## config.mk

```make
export PLATFORM = sky130hd
export DESIGN_NAME = sensor_reply_crc_word_checker_top
export DESIGN_NICKNAME = d
export VERILOG_FILES = /design/src/rtl/srcc_pkg.sv /design/src/rtl/sensor_reply_crc_word_checker_top.sv
export SDC_FILE = /design/constraint.sdc
export NUM_CORES = 1
export LEC_CHECK = 0
export ABC_AREA = 1
export BUFFER_PORTS_ARGS = -buffer_cell sky130_fd_sc_hd__buf_2
export CAP_MARGIN = 20
export CORE_MARGIN = 1.5
export CORE_UTILIZATION = 45
export DETAILED_ROUTE_END_ITERATION = 16
export PLACE_DENSITY_LB_ADDON = 0.3
export SYNTH_ARGS = -nofsm -noshare
export SYNTH_HDL_FRONTEND = slang
export SYNTH_SLANG_ARGS = --single-unit
```

## constraint.sdc

```tcl
create_clock -name clk_i -period 2.56 [get_ports clk_i]
set_clock_uncertainty 0.05 [all_clocks]
set_input_delay 0.256 -clock clk_i [delete_from_list [all_inputs] [get_ports clk_i]]
set_output_delay 0.256 -clock clk_i [all_outputs]
set_load 0.02 [all_outputs]
```

## src/rtl/srcc_pkg.sv

```systemverilog
`timescale 1ns / 1ps
// ----------------------------------------------------------------------------
// Sensor reply CRC word checker package
// Shared constants, codes and the CRC-8 byte update used by the checker.
// ----------------------------------------------------------------------------
package srcc_pkg;

  localparam int unsigned CRC_BITS = 8;
  localparam logic [7:0] CRC_INIT = 8'hFF;
  localparam logic [7:0] CRC_TOP_BIT = 8'h80;
  localparam logic [7:0] CRC_POLY_RESET = 8'h31;

  typedef enum logic [1:0] {
    POS_DATA_HI = 2'd0,
    POS_DATA_LO = 2'd1,
    POS_CRC     = 2'd2
  } byte_pos_e;

  typedef enum logic [1:0] {
    FRAME_OK         = 2'd0,
    FRAME_CRC_ERROR  = 2'd1,
    FRAME_INCOMPLETE = 2'd2
  } frame_status_e;

  // MSB-first CRC-8 update over one byte, no reflection.
  function automatic logic [7:0] crc_fold(input logic [7:0] crc, input logic [7:0] data,
                                          input logic [7:0] poly);
    logic [7:0] c;
    logic       top;
    c = crc ^ data;
    for (int k = 0; k < CRC_BITS; k++) begin
      top = |(c & CRC_TOP_BIT);
      c = {c[6:0], 1'b0};
      if (top) begin
        c = c ^ poly;
      end
    end
    return c;
  endfunction

endpackage

```

## src/rtl/sensor_reply_crc_word_checker_top.sv

```systemverilog
`timescale 1ns / 1ps
// ----------------------------------------------------------------------------
// Sensor reply CRC word checker
// Checks three-byte words (two data bytes and a CRC-8 byte) of a sensor reply
// and reports each word, its CRC match and a frame status on the last byte.
// ----------------------------------------------------------------------------
// Channel   Direction  Handshake                Payload
// input     in         in_valid_i / in_stall_o  rx_byte_i, last_byte_i
// output    out        out_valid_o/ out_stall_i word_done_o, word_value_o,
//                                               word_crc_ok_o, frame_done_o,
//                                               frame_status_o
// config    in         cfg_valid_i/ cfg_ready_o cfg_data_i (crc_polynomial)
//
// One request is accepted per cycle while the input is not stalled; its result
// passes through the input register and then the result register, with the
// unrolled eight-step CRC update between them, and is held there while stalled.
// Reset clears the valid flags, byte position and frame error, sets the
// running CRC to 0xFF and loads the polynomial 0x31. An output stall holds
// the result and backs up into the input register before stalling the input.
// ----------------------------------------------------------------------------
module sensor_reply_crc_word_checker_top (
  input  logic       clk_i,
  input  logic       rst_ni,
  input  logic       in_valid_i,
  output logic       in_stall_o,
  input  logic [7:0] rx_byte_i,
  input  logic       last_byte_i,
  output logic       out_valid_o,
  input  logic       out_stall_i,
  output logic       word_done_o,
  output logic [15:0] word_value_o,
  output logic       word_crc_ok_o,
  output logic       frame_done_o,
  output logic [1:0] frame_status_o,
  input  logic       cfg_valid_i,
  output logic       cfg_ready_o,
  input  logic [7:0] cfg_data_i
);
  import srcc_pkg::*;

  logic          in_valid_q;
  logic [7:0]    in_byte_q;
  logic          in_last_q;
  logic          out_valid_q;
  logic          out_ready;
  logic          in_ready;
  logic          fire;

  logic [7:0]    poly_q;
  byte_pos_e     pos_q, pos_d;
  logic [7:0]    crc_q, crc_d;
  logic [7:0]    hi_q, hi_d;
  logic [7:0]    lo_q, lo_d;
  logic          err_q, err_d;

  logic          done_d;
  logic [15:0]   value_d;
  logic          ok_d;
  frame_status_e status_d;
  logic [7:0]    crc_next;

  logic          word_done_q;
  logic [15:0]   word_value_q;
  logic          word_crc_ok_q;
  logic          frame_done_q;
  frame_status_e frame_status_q;

  assign out_ready  = !out_valid_q || !out_stall_i;
  assign in_ready   = !in_valid_q || out_ready;
  assign fire       = in_valid_q && out_ready;
  assign in_stall_o = !in_ready;
  assign cfg_ready_o = 1'b1;

  always_ff @(posedge clk_i or negedge rst_ni) begin
    if (!rst_ni) begin
      poly_q <= CRC_POLY_RESET;
    end else if (cfg_valid_i) begin
      poly_q <= cfg_data_i;
    end
  end

  always_ff @(posedge clk_i or negedge rst_ni) begin
    if (!rst_ni) begin
      in_valid_q <= 1'b0;
    end else if (in_ready) begin
      in_valid_q <= in_valid_i;
    end
  end

  always_ff @(posedge clk_i) begin
    if (in_ready && in_valid_i) begin
      in_byte_q <= rx_byte_i;
      in_last_q <= last_byte_i;
    end
  end

  assign crc_next = crc_fold(crc_q, in_byte_q, poly_q);

  always_comb begin
    pos_d    = pos_q;
    crc_d    = crc_q;
    hi_d     = hi_q;
    lo_d     = lo_q;
    err_d    = err_q;
    done_d   = 1'b0;
    value_d  = '0;
    ok_d     = 1'b0;
    status_d = FRAME_OK;
    case (pos_q)
      POS_DATA_HI: begin
        hi_d  = in_byte_q;
        crc_d = crc_next;
        pos_d = POS_DATA_LO;
      end
      POS_DATA_LO: begin
        lo_d  = in_byte_q;
        crc_d = crc_next;
        pos_d = POS_CRC;
      end
      default: begin
        done_d  = 1'b1;
        value_d = {hi_q, lo_q};
        ok_d    = (crc_q == in_byte_q);
        err_d   = err_q || (crc_q != in_byte_q);
        crc_d   = CRC_INIT;
        pos_d   = POS_DATA_HI;
      end
    endcase
    if (in_last_q) begin
      if (err_d) begin
        status_d = FRAME_CRC_ERROR;
      end else if (pos_d != POS_DATA_HI) begin
        status_d = FRAME_INCOMPLETE;
      end
      pos_d = POS_DATA_HI;
      crc_d = CRC_INIT;
      err_d = 1'b0;
    end
  end

  always_ff @(posedge clk_i or negedge rst_ni) begin
    if (!rst_ni) begin
      pos_q <= POS_DATA_HI;
      crc_q <= CRC_INIT;
      hi_q  <= '0;
      lo_q  <= '0;
      err_q <= 1'b0;
    end else if (fire) begin
      pos_q <= pos_d;
      crc_q <= crc_d;
      hi_q  <= hi_d;
      lo_q  <= lo_d;
      err_q <= err_d;
    end
  end

  always_ff @(posedge clk_i or negedge rst_ni) begin
    if (!rst_ni) begin
      out_valid_q <= 1'b0;
    end else if (out_ready) begin
      out_valid_q <= in_valid_q;
    end
  end

  always_ff @(posedge clk_i) begin
    if (fire) begin
      word_done_q    <= done_d;
      word_value_q   <= value_d;
      word_crc_ok_q  <= ok_d;
      frame_done_q   <= in_last_q;
      frame_status_q <= status_d;
    end
  end

  assign out_valid_o    = out_valid_q;
  assign word_done_o    = word_done_q;
  assign word_value_o   = word_value_q;
  assign word_crc_ok_o  = word_crc_ok_q;
  assign frame_done_o   = frame_done_q;
  assign frame_status_o = frame_status_q;

endmodule

```

==> impl_results.md, run 1 <==
* Run status: finished with violations
* Failing checks: setup timing
* Number of standard cells after synthesis at 499
* Routed wl met3 at 544 um
* DRC errors left at 0
* Fraction of power consumed by the clock network at 11.4%
* Starting density of the core at 46.06%
* Fraction of final layout cells sized beyond drive strength 1 at 36.17%
* DP HPWL at 6856 um
* Pin count of the biggest net entering global routing at 38
* Area share of the largest cell type after synthesis at 22.65%
* Total of flip-flops plus latches after synthesis at 67
* Kind of start point of the critical path: flip-flop
* Clock latency reported for the late side of the worst-skew pair at 0.34 ns
* Tcrit/Tclk final at 121.9%
* Cell Pwr Density at ~1400 nW/um2
* First-pass GRT wire length at 15,640 um
* Pint at slightly below 4 mW
* Die Span Y at about 97 um
* ANT nets after route at 0
* Depth of the most critical reg-to-reg path at 25
* Post-synth EDFFs at 30
* Worst setup endpoint: crc_q[7]
* Met2 wire length at 5007 um
* Highest-delay cell along the critical path: sky130_fd_sc_hd__dfstp_2
* Post-route worst setup slack at -0.5619 ns
* Maximum fanout along the worst path at 8
* Synthesized area per cell at approximately 8 um2
* Slew Viols, Final at 0
* Finish-stage setup viols at 8
* Final weighted congestion of routability-driven global placement at approximately 0.9
* Number of buffers added on ports at 44
* Arrival time of the worst setup path at 3.35 ns
* Ranking of synthesized cells by area: sky130_fd_sc_hd__edfxtp_1 (23%), sky130_fd_sc_hd__dfrtp_1 (16%), sky130_fd_sc_hd__nand2_1 (14%)
* TritonCTS Sinks at 67
* Synthesized Nets at 521
* Highest Signal Layer: met4
* Reg-to-reg setup timing slack at -0.56 ns
* Final hold vios at 0
* Synth area leader: sky130_fd_sc_hd__edfxtp_1
* Hold WS at 0.03867 ns
* Number of nets in the layout at a little over 600
* RSZ-0062 raised after global routing: true
* Dominant synthesized flop cell: sky130_fd_sc_hd__edfxtp_1
* Vias at 3,491
* Final Routed Wirelength at roughly 10000 um
* Launch point of the worst path: crc_q[7]
* Largest stage delay on the critical path at 0.56 ns
* Total of warnings raised by yosys at 0
* Post-detailed-route via-to-cell ratio at 4.931
* Commonest cells in the synthesized netlist: sky130_fd_sc_hd__nand2_1 (153), sky130_fd_sc_hd__inv_1 (60), sky130_fd_sc_hd__nor2_1 (47)
* Cell area after placement at 4573 um2
* Dominant cell by count in the synthesized netlist: sky130_fd_sc_hd__nand2_1
* Startpoint of the tightest hold check path: last_byte_i
* Transition time at the pin with the least slew margin at 0.8569 ns
* Met1 Routed Length at 4139 um
* Leakage power of the design at 2.625 nW
* Number of DRC violations after detailed-routing iteration 0 at about 170
* Count of inserted antenna diode cells at 0
* Hold-critical path depth at 1
* Portion of total power attributed to sequential cells at 22.1%
* Routed length per placed instance at 14.00 um
* Fmax at 320.3 MHz
* Area enclosed by the die boundary at 9412 um2
* Number of filler cells placed in the layout at approximately 730
* Final design instance area without fill at ~5200 um2
* Sequential fraction of the synthesis area at 46.27%
* Capture instance of the worst register-to-register path: crc_q[7]
* Capturing element type of the critical path: flip-flop
* Headroom to the max-slew limit at 42.87%
* Total track usage at 20.80%
* Aggregate negative setup slack at -4.121 ns
* Length of the first detailed-routing pass in iterations at 4
* Min Clock Period, post-route at 3.122 ns
* Number of antenna violations at the first check in global routing at 0
* Max-cap viol count at 0
* Area of the mapped netlist at around 4000 um2
* Top-level port count at 46
* Post-placement worst setup slack at -0.5221 ns
* H-tree depth at 3
* Placeable core area at ~8600 um2
* Area added between synthesis and finish at 31.83%
* TritonCTS clock tree: done
* HP Class: input port to flip-flop
* CP required at 2.79 ns
* Clock Path Buffers at 2
* Final core occ at between 60% and 70%
* Classification of the worst setup path: flip-flop to flip-flop
* Total overflow reported by the global router at 0
* Switching power of the nets at 3.425 mW
* Maximum resistive drop on vdd at 619.3 uV
* Share of total power in combinational logic at 66.5%
* Total CTS buffers at 9
* Horizontal die dimension at 97.02 um
* Clock transition at path regs at 0.07 ns
* Switching power as a share of total power at a little under half
* Distinct cells, synth at 32
* Number of core rows at 34
* Root Driver: sky130_fd_sc_hd__clkbuf_8
* Number of global-route vias before repair at 3,245
* Share of async-settable or async-resettable flops after synthesis at between 50% and 60%
* RR Startpoint: crc_q[7]
[logic make-up after synthesis]
| logic type | share of synthesized area (%) |
|---|---|
| XOR/XNOR | 8.399 |
| buffers and inverters | 8.085 |
| other | 0.09428 |
| flip-flops | 46.27 |
| AND/OR/NAND/NOR | 32.18 |
| AO/OA/AOI/OAI | 4.970 |
[worst max-delay path: cells and delay by family, from the launching register on]
kind / cells / cell delay, ns
buffers and inverters: 5 / 0.31
xor gates and xnor gates: 1 / 0.31
DFF: 1 / 0.56
and+or+nand+nor: 19 / 1.81
[repair_timing]
action | CTS | global route
endpoints found under the hold margin | 20 | 0
setup buffers | 6 | 11
resized for setup | 26 | 49
pin swaps | 13 | 31
hold buffers | 1 | 0
endpoints found under the setup margin | 8 | 8
[power by group through the flow]
stage	logic (mW)	clock network [mW]	registers [mW]
floorplan	2.72	0	1.63
global placement	3.57	0	1.62
detailed placement	3.64	0	1.63
CTS	3.97	0.847	1.61
global route	5.30	0.890	1.65
finish	4.87	0.835	1.61
[layout by cell type (no fill, tap or decap), types with 2 or more instances in the layout]
| cell type | instances |
|---|---|
| sky130_fd_sc_hd__buf_6 | 5 |
| sky130_fd_sc_hd__nor2_2 | 10 |
| sky130_fd_sc_hd__nand4_1 | 2 |
| sky130_fd_sc_hd__nor3_1 | 3 |
| sky130_fd_sc_hd__xnor2_2 | 4 |
| sky130_fd_sc_hd__inv_1 | 58 |
| sky130_fd_sc_hd__nand2_2 | 22 |
| sky130_fd_sc_hd__xnor2_1 | 15 |
| sky130_fd_sc_hd__buf_4 | 49 |
| sky130_fd_sc_hd__xor2_2 | 4 |
| sky130_fd_sc_hd__xor2_1 | 10 |
| sky130_fd_sc_hd__nand3_2 | 11 |
| sky130_fd_sc_hd__o21ai_1 | 5 |
| sky130_fd_sc_hd__nor2_4 | 4 |
| sky130_fd_sc_hd__clkinv_2 | 3 |
| sky130_fd_sc_hd__nand3_1 | 28 |
| sky130_fd_sc_hd__nor2_1 | 37 |
| sky130_fd_sc_hd__dfstp_2 | 11 |
| sky130_fd_sc_hd__o22ai_1 | 2 |
| sky130_fd_sc_hd__o21ai_0 | 26 |
| sky130_fd_sc_hd__clkbuf_8 | 9 |
| sky130_fd_sc_hd__clkbuf_1 | 2 |
| sky130_fd_sc_hd__a21oi_1 | 2 |
| sky130_fd_sc_hd__nand2_1 | 133 |
| sky130_fd_sc_hd__buf_2 | 44 |
| sky130_fd_sc_hd__dfrtp_1 | 26 |
| sky130_fd_sc_hd__xnor2_4 | 2 |
| sky130_fd_sc_hd__nand2_4 | 12 |
| sky130_fd_sc_hd__nand2_8 | 2 |
| sky130_fd_sc_hd__inv_2 | 8 |
| sky130_fd_sc_hd__edfxtp_1 | 30 |
| sky130_fd_sc_hd__nand3_4 | 10 |
[area by class of cell]
| cell class | count | area, um2 | share of cell area (%) |
|---|---|---|---|
| Tap cell | 108 | 135.1 | 2.577 |
| Multi-Input combinational cell | 350 | 2155 | 41.09 |
| Sequential cell | 67 | 1841 | 35.10 |
| Clock inverter | 5 | 53.80 | 1.026 |
| Inverter | 67 | 254.0 | 4.844 |
| Clock buffer | 11 | 131.4 | 2.505 |
| Timing Repair Buffer | 100 | 674.4 | 12.86 |
[per-stage QoR]
| step | instances | total power [mW] |
|---|---|---|
| finish | 708 | 7.319 |
| global route | 708 | 7.834 |
| CTS | 697 | 6.427 |
| detailed placement | 674 | 5.267 |
| global placement | 674 | 5.182 |
| floorplan | 499 | 4.353 |
[routing by layer]
layer / vias up / track usage, %
met5: - / 0
met4: 0 / 7.246
met3: 23 / 4.697
met2: 105 / 34.80
met1: 1614 / 26.56
li1: 1749 / -
[sequential cells by signal (all words and copies together), names as in the netlist]
| signal | cells |
|---|---|
| word_value_o | 16 |
| crc_q | 8 |
| hi_q | 8 |
| in_byte_q | 8 |
| lo_q | 8 |
| poly_q | 8 |
| frame_status_o | 2 |
| pos_q | 2 |
| err_q | 1 |
| frame_done_o | 1 |
| in_last_q | 1 |
| in_valid_q | 1 |
| out_valid_o | 1 |
| word_crc_ok_o | 1 |
| word_done_o | 1 |
[how the worst min path moves through the flow]
stage	endpoint	slack, ns
final	in_last_q	0.04
after global routing	in_last_q	0.02
after CTS	in_byte_q[7]	0.03
after detailed placement	out_valid_o	0.37
after global placement	err_q	0.34
after floorplan	err_q	-0.09
Power figures use the tool's default switching activity.
==> run 2, diff against run 1 <==
==> constraint.sdc (replaced) <==
create_clock -name clk_i -period 2.56 [get_ports clk_i]
set_clock_uncertainty 0.05 [all_clocks]
set_input_delay 0.128 -clock clk_i [delete_from_list [all_inputs] [get_ports clk_i]]
set_output_delay 0.128 -clock clk_i [all_outputs]
set_load 0.02 [all_outputs]
==> run 2 against run 1 <==
  * The flow still finishes with violations (setup timing)
  * Die area unchanged
  * Clock power hardly changed
  * Combinational power about the same
  * Sequential share of layout area fell by 1.2 points
  * Routed wire length increased by 2.5%
  * Via count up 1.6%
  * Global-route usage is 0.40 points higher
  * Cell count increased by 2.7%
  * Largest cell class unchanged
  * Final area up 3.6%
  * Sequential power about the same
  * Setup slack got worse by 0.0093 ns
  * Total power is 0.34% higher
==> impl_results.md, run 2 (synthesized netlist as in run 1, its figures left out) <==
* Run status: finished with violations
* Tcrit/Tclk final at 122.3% (+0.36 points)
* Clock transition at path regs at 0.07 ns (about the same)
* Post-Place Cells at 674 (unchanged)
* Fraction of power consumed by the clock network at 11.4% (about the same)
* Share of total power in combinational logic at 66.6% (about the same)
* Top-level port count at 46 (unchanged)
* TritonCTS clock tree: done
* Placeable core area at 8636 um2 (unchanged)
* Count of inserted antenna diode cells at 0 (unchanged)
* Final Routed Wirelength at 10,170 um (+2.5%)
* Number of DRC violations after detailed-routing iteration 0 at 145 (-12%)
* Sequential cell area at 1841 um2 (unchanged)
* DP HPWL at 6856 um (unchanged)
* Cell Pwr Density at 1352 nW/um2 (-3.1%)
* Clock Path Buffers at 2 (unchanged)
* Post-placement worst setup slack at -0.5221 ns (unchanged)
* Transition time at the pin with the least slew margin at 0.8591 ns (+0.002211 ns)
* Total track usage at 21.20% (+0.40 points)
* RSZ-0062 raised after global routing: true
* Flip-flop count of the largest register, all copies and words added at 16 (unchanged)
* Filler-free cell count of the finished design at 727 (+2.7%)
* Post-detailed-route via-to-cell ratio at 4.878 (-1.1%)
* Switching power as a share of total power at 46.73% (-0.063 points)
* Number of core rows at 34 (unchanged)
* CP required at 2.79 ns (about the same)
* Fraction of final layout cells sized beyond drive strength 1 at 34.89% (-1.3 points)
* Number of antenna violations at the first check in global routing at 0 (unchanged)
* Failing checks: setup timing
* Number of global-route vias before repair at 3,320 (+2.3%)
* Area of the multi-input gates at 2152 um2 (-0.12%)
* Final weighted congestion of routability-driven global placement at 0.8776 (unchanged)
* Pin count of the biggest net entering global routing at 38 (unchanged)
* Maximum resistive drop on vdd at 614.8 uV (-0.73%)
* Most frequent cells in the layout: sky130_fd_sc_hd__nand2_1 (134), sky130_fd_sc_hd__inv_1 (58), sky130_fd_sc_hd__buf_4 (49)
* Horizontal die dimension at 97.02 um (unchanged)
* Slew Viols, Final at 0 (unchanged)
* Headroom to the max-slew limit at 42.72% (-0.15 points)
* Most frequent standard cell in the layout excluding fill and tap cells: sky130_fd_sc_hd__nand2_1
* Arrival time of the worst setup path at 3.36 ns (about the same)
* First-pass GRT wire length at 15,930 um (+1.9%)
* Routed length per placed instance at 13.98 um (-0.14%)
* Fmax at 319.4 MHz (-0.30%)
* Classification of the worst setup path: flip-flop to flip-flop
* Clock latency reported for the late side of the worst-skew pair at 0.35 ns (about the same)
* Die Span Y at 97.02 um (unchanged)
* H-tree depth at 3 (unchanged)
* Post-route worst setup slack at -0.5712 ns (-0.009252 ns)
* Final core occ at 62.89% (+2.2 points)
* Total overflow reported by the global router at 0 (unchanged)
* Kind of start point of the critical path: flip-flop
* Root Driver: sky130_fd_sc_hd__clkbuf_8
* Length of the first detailed-routing pass in iterations at 4 (unchanged)
* Number of buffers added on ports at 44 (unchanged)
* Min Clock Period, post-route at 3.131 ns (+0.009252 ns)
* TritonCTS Sinks at 67 (unchanged)
* Area enclosed by the die boundary at 9412 um2 (unchanged)
* Number of nets in the layout at 636 (+3.1%)
* Portion of total power attributed to sequential cells at 22.0% (about the same)
* Finish-stage setup viols at 8 (unchanged)
* Number of filler cells placed in the layout at 699 (-3.6%)
* HP Class: input port to flip-flop
* Vias at 3,546 (+1.6%)
* Leakage power of the design at 2.705 nW (+3.0%)
* Area added between synthesis and finish at 36.55%
* DRC errors left at 0 (unchanged)
* Starting density of the core at 46.06% (unchanged)
* Switching power of the nets at 3.432 mW (+0.20%)
* Capturing element type of the critical path: flip-flop
* Max-cap viol count at 0 (unchanged)
* Total CTS buffers at 9 (unchanged)
* Maximum fanout along the worst path at 8 (unchanged)
* Final hold vios at 0 (unchanged)
* ANT nets after route at 0 (unchanged)
* Pint at 3.912 mW (+0.45%)
-- run 2: cell types whose count changed in the layout (fill, tap and decap cells not counted) --
cell and change:
sky130_fd_sc_hd__nand2_2 -1, sky130_fd_sc_hd__nand2_1 +1, sky130_fd_sc_hd__dlygate4sd3_1 +19
-- run 2: critical path: stages, from the launching register on --
cell and delay, ns:
sky130_fd_sc_hd__dfstp_2 0.57, sky130_fd_sc_hd__inv_2 0.06, sky130_fd_sc_hd__nand2_2 0.07, sky130_fd_sc_hd__nand2_4 0.11, sky130_fd_sc_hd__nand2_4 0.09, sky130_fd_sc_hd__inv_2 0.04, sky130_fd_sc_hd__nand2_1 0.08, sky130_fd_sc_hd__nand2_2 0.07
sky130_fd_sc_hd__nand2_1 0.06, sky130_fd_sc_hd__nand3_1 0.10, sky130_fd_sc_hd__nand2_2 0.13, sky130_fd_sc_hd__nand3_4 0.12, sky130_fd_sc_hd__xor2_4 0.31, sky130_fd_sc_hd__nand2_2 0.13, sky130_fd_sc_hd__nand2_4 0.11, sky130_fd_sc_hd__nand2_4 0.07
sky130_fd_sc_hd__nand2_8 0.11, sky130_fd_sc_hd__buf_12 0.11, sky130_fd_sc_hd__nand3_4 0.11, sky130_fd_sc_hd__nand2_8 0.11, sky130_fd_sc_hd__inv_2 0.05, sky130_fd_sc_hd__nor2_4 0.13, sky130_fd_sc_hd__nand3_2 0.08, sky130_fd_sc_hd__nand3_1 0.08
sky130_fd_sc_hd__nand2_1 0.05, sky130_fd_sc_hd__inv_1 0.05
-- run 2: worst paths after layout --
| kind | endpoint | cells after the start | from | slack (ns) |
|---|---|---|---|---|
| max in group asynchronous | hi_q[7] | 2 | rst_ni | 1.53 |
| min | poly_q[5] | 3 | cfg_valid_i | 0.08 |
| max | crc_q[7] | 25 | crc_q[7] | -0.57 |
| min in group asynchronous | out_valid_o | 2 | rst_ni | 0.38 |
| min reg2reg | lo_q[3] | 2 | lo_q[3] | 0.44 |
| max reg2reg | crc_q[7] | 25 | crc_q[7] | -0.57 |
-- run 2: cell type report --
cell class	count	share of cell area [%]
Clock buffer	11	2.419
Clock inverter	5	0.9906
Inverter	67	4.676
Multi-Input combinational cell	350	39.62
Sequential cell	67	33.89
Tap cell	108	2.488
Timing Repair Buffer	119	15.92
-- run 2: routing by layer --
| layer | wire, um | track usage [%] | part of all wire (%) |
|---|---|---|---|
| met4 | 254 | 7.358 | 2.5 |
| met5 | 0 | 0 | 0 |
| met1 | 4285 | 26.89 | 42 |
| met3 | 523 | 4.769 | 5.1 |
| met2 | 5103 | 35.72 | 50 |
-- run 2: power by group through the flow --
stage	Clock [mW]	Combinational, mW	Sequential [mW]
2_1_floorplan	0	2.72	1.63
3_3_place_gp	0	3.57	1.62
3_5_place_dp	0	3.64	1.63
4_1_cts	0.847	3.99	1.61
5_1_grt	0.895	5.31	1.65
6_report	0.836	4.89	1.62
-- run 2: timing repair --
action / 4_1_cts / 5_1_grt
setup buffers: 6 / 11
hold endpoints to repair: 45 / 0
setup endpoints to repair: 8 / 8
pin swaps: 13 / 31
gates resized for setup: 26 / 48
hold buffers: 20 / 0
-- run 2: through the flow --
| stage | setup TNS [ns] | hold slack (ns) | cell area, um2 | power, mW |
|---|---|---|---|---|
| global placement | -2.903 | 0.2167 | 4573 | 5.182 |
| detailed placement | -3.977 | 0.2376 | 4573 | 5.267 |
| global route | -5.672 | 0.1082 | 5431 | 7.858 |
| CTS | -3.104 | 0.06840 | 5114 | 6.449 |
| floorplan | -1.260 | -0.2176 | 4004 | 4.353 |
| finish | -4.167 | 0.07680 | 5431 | 7.344 |
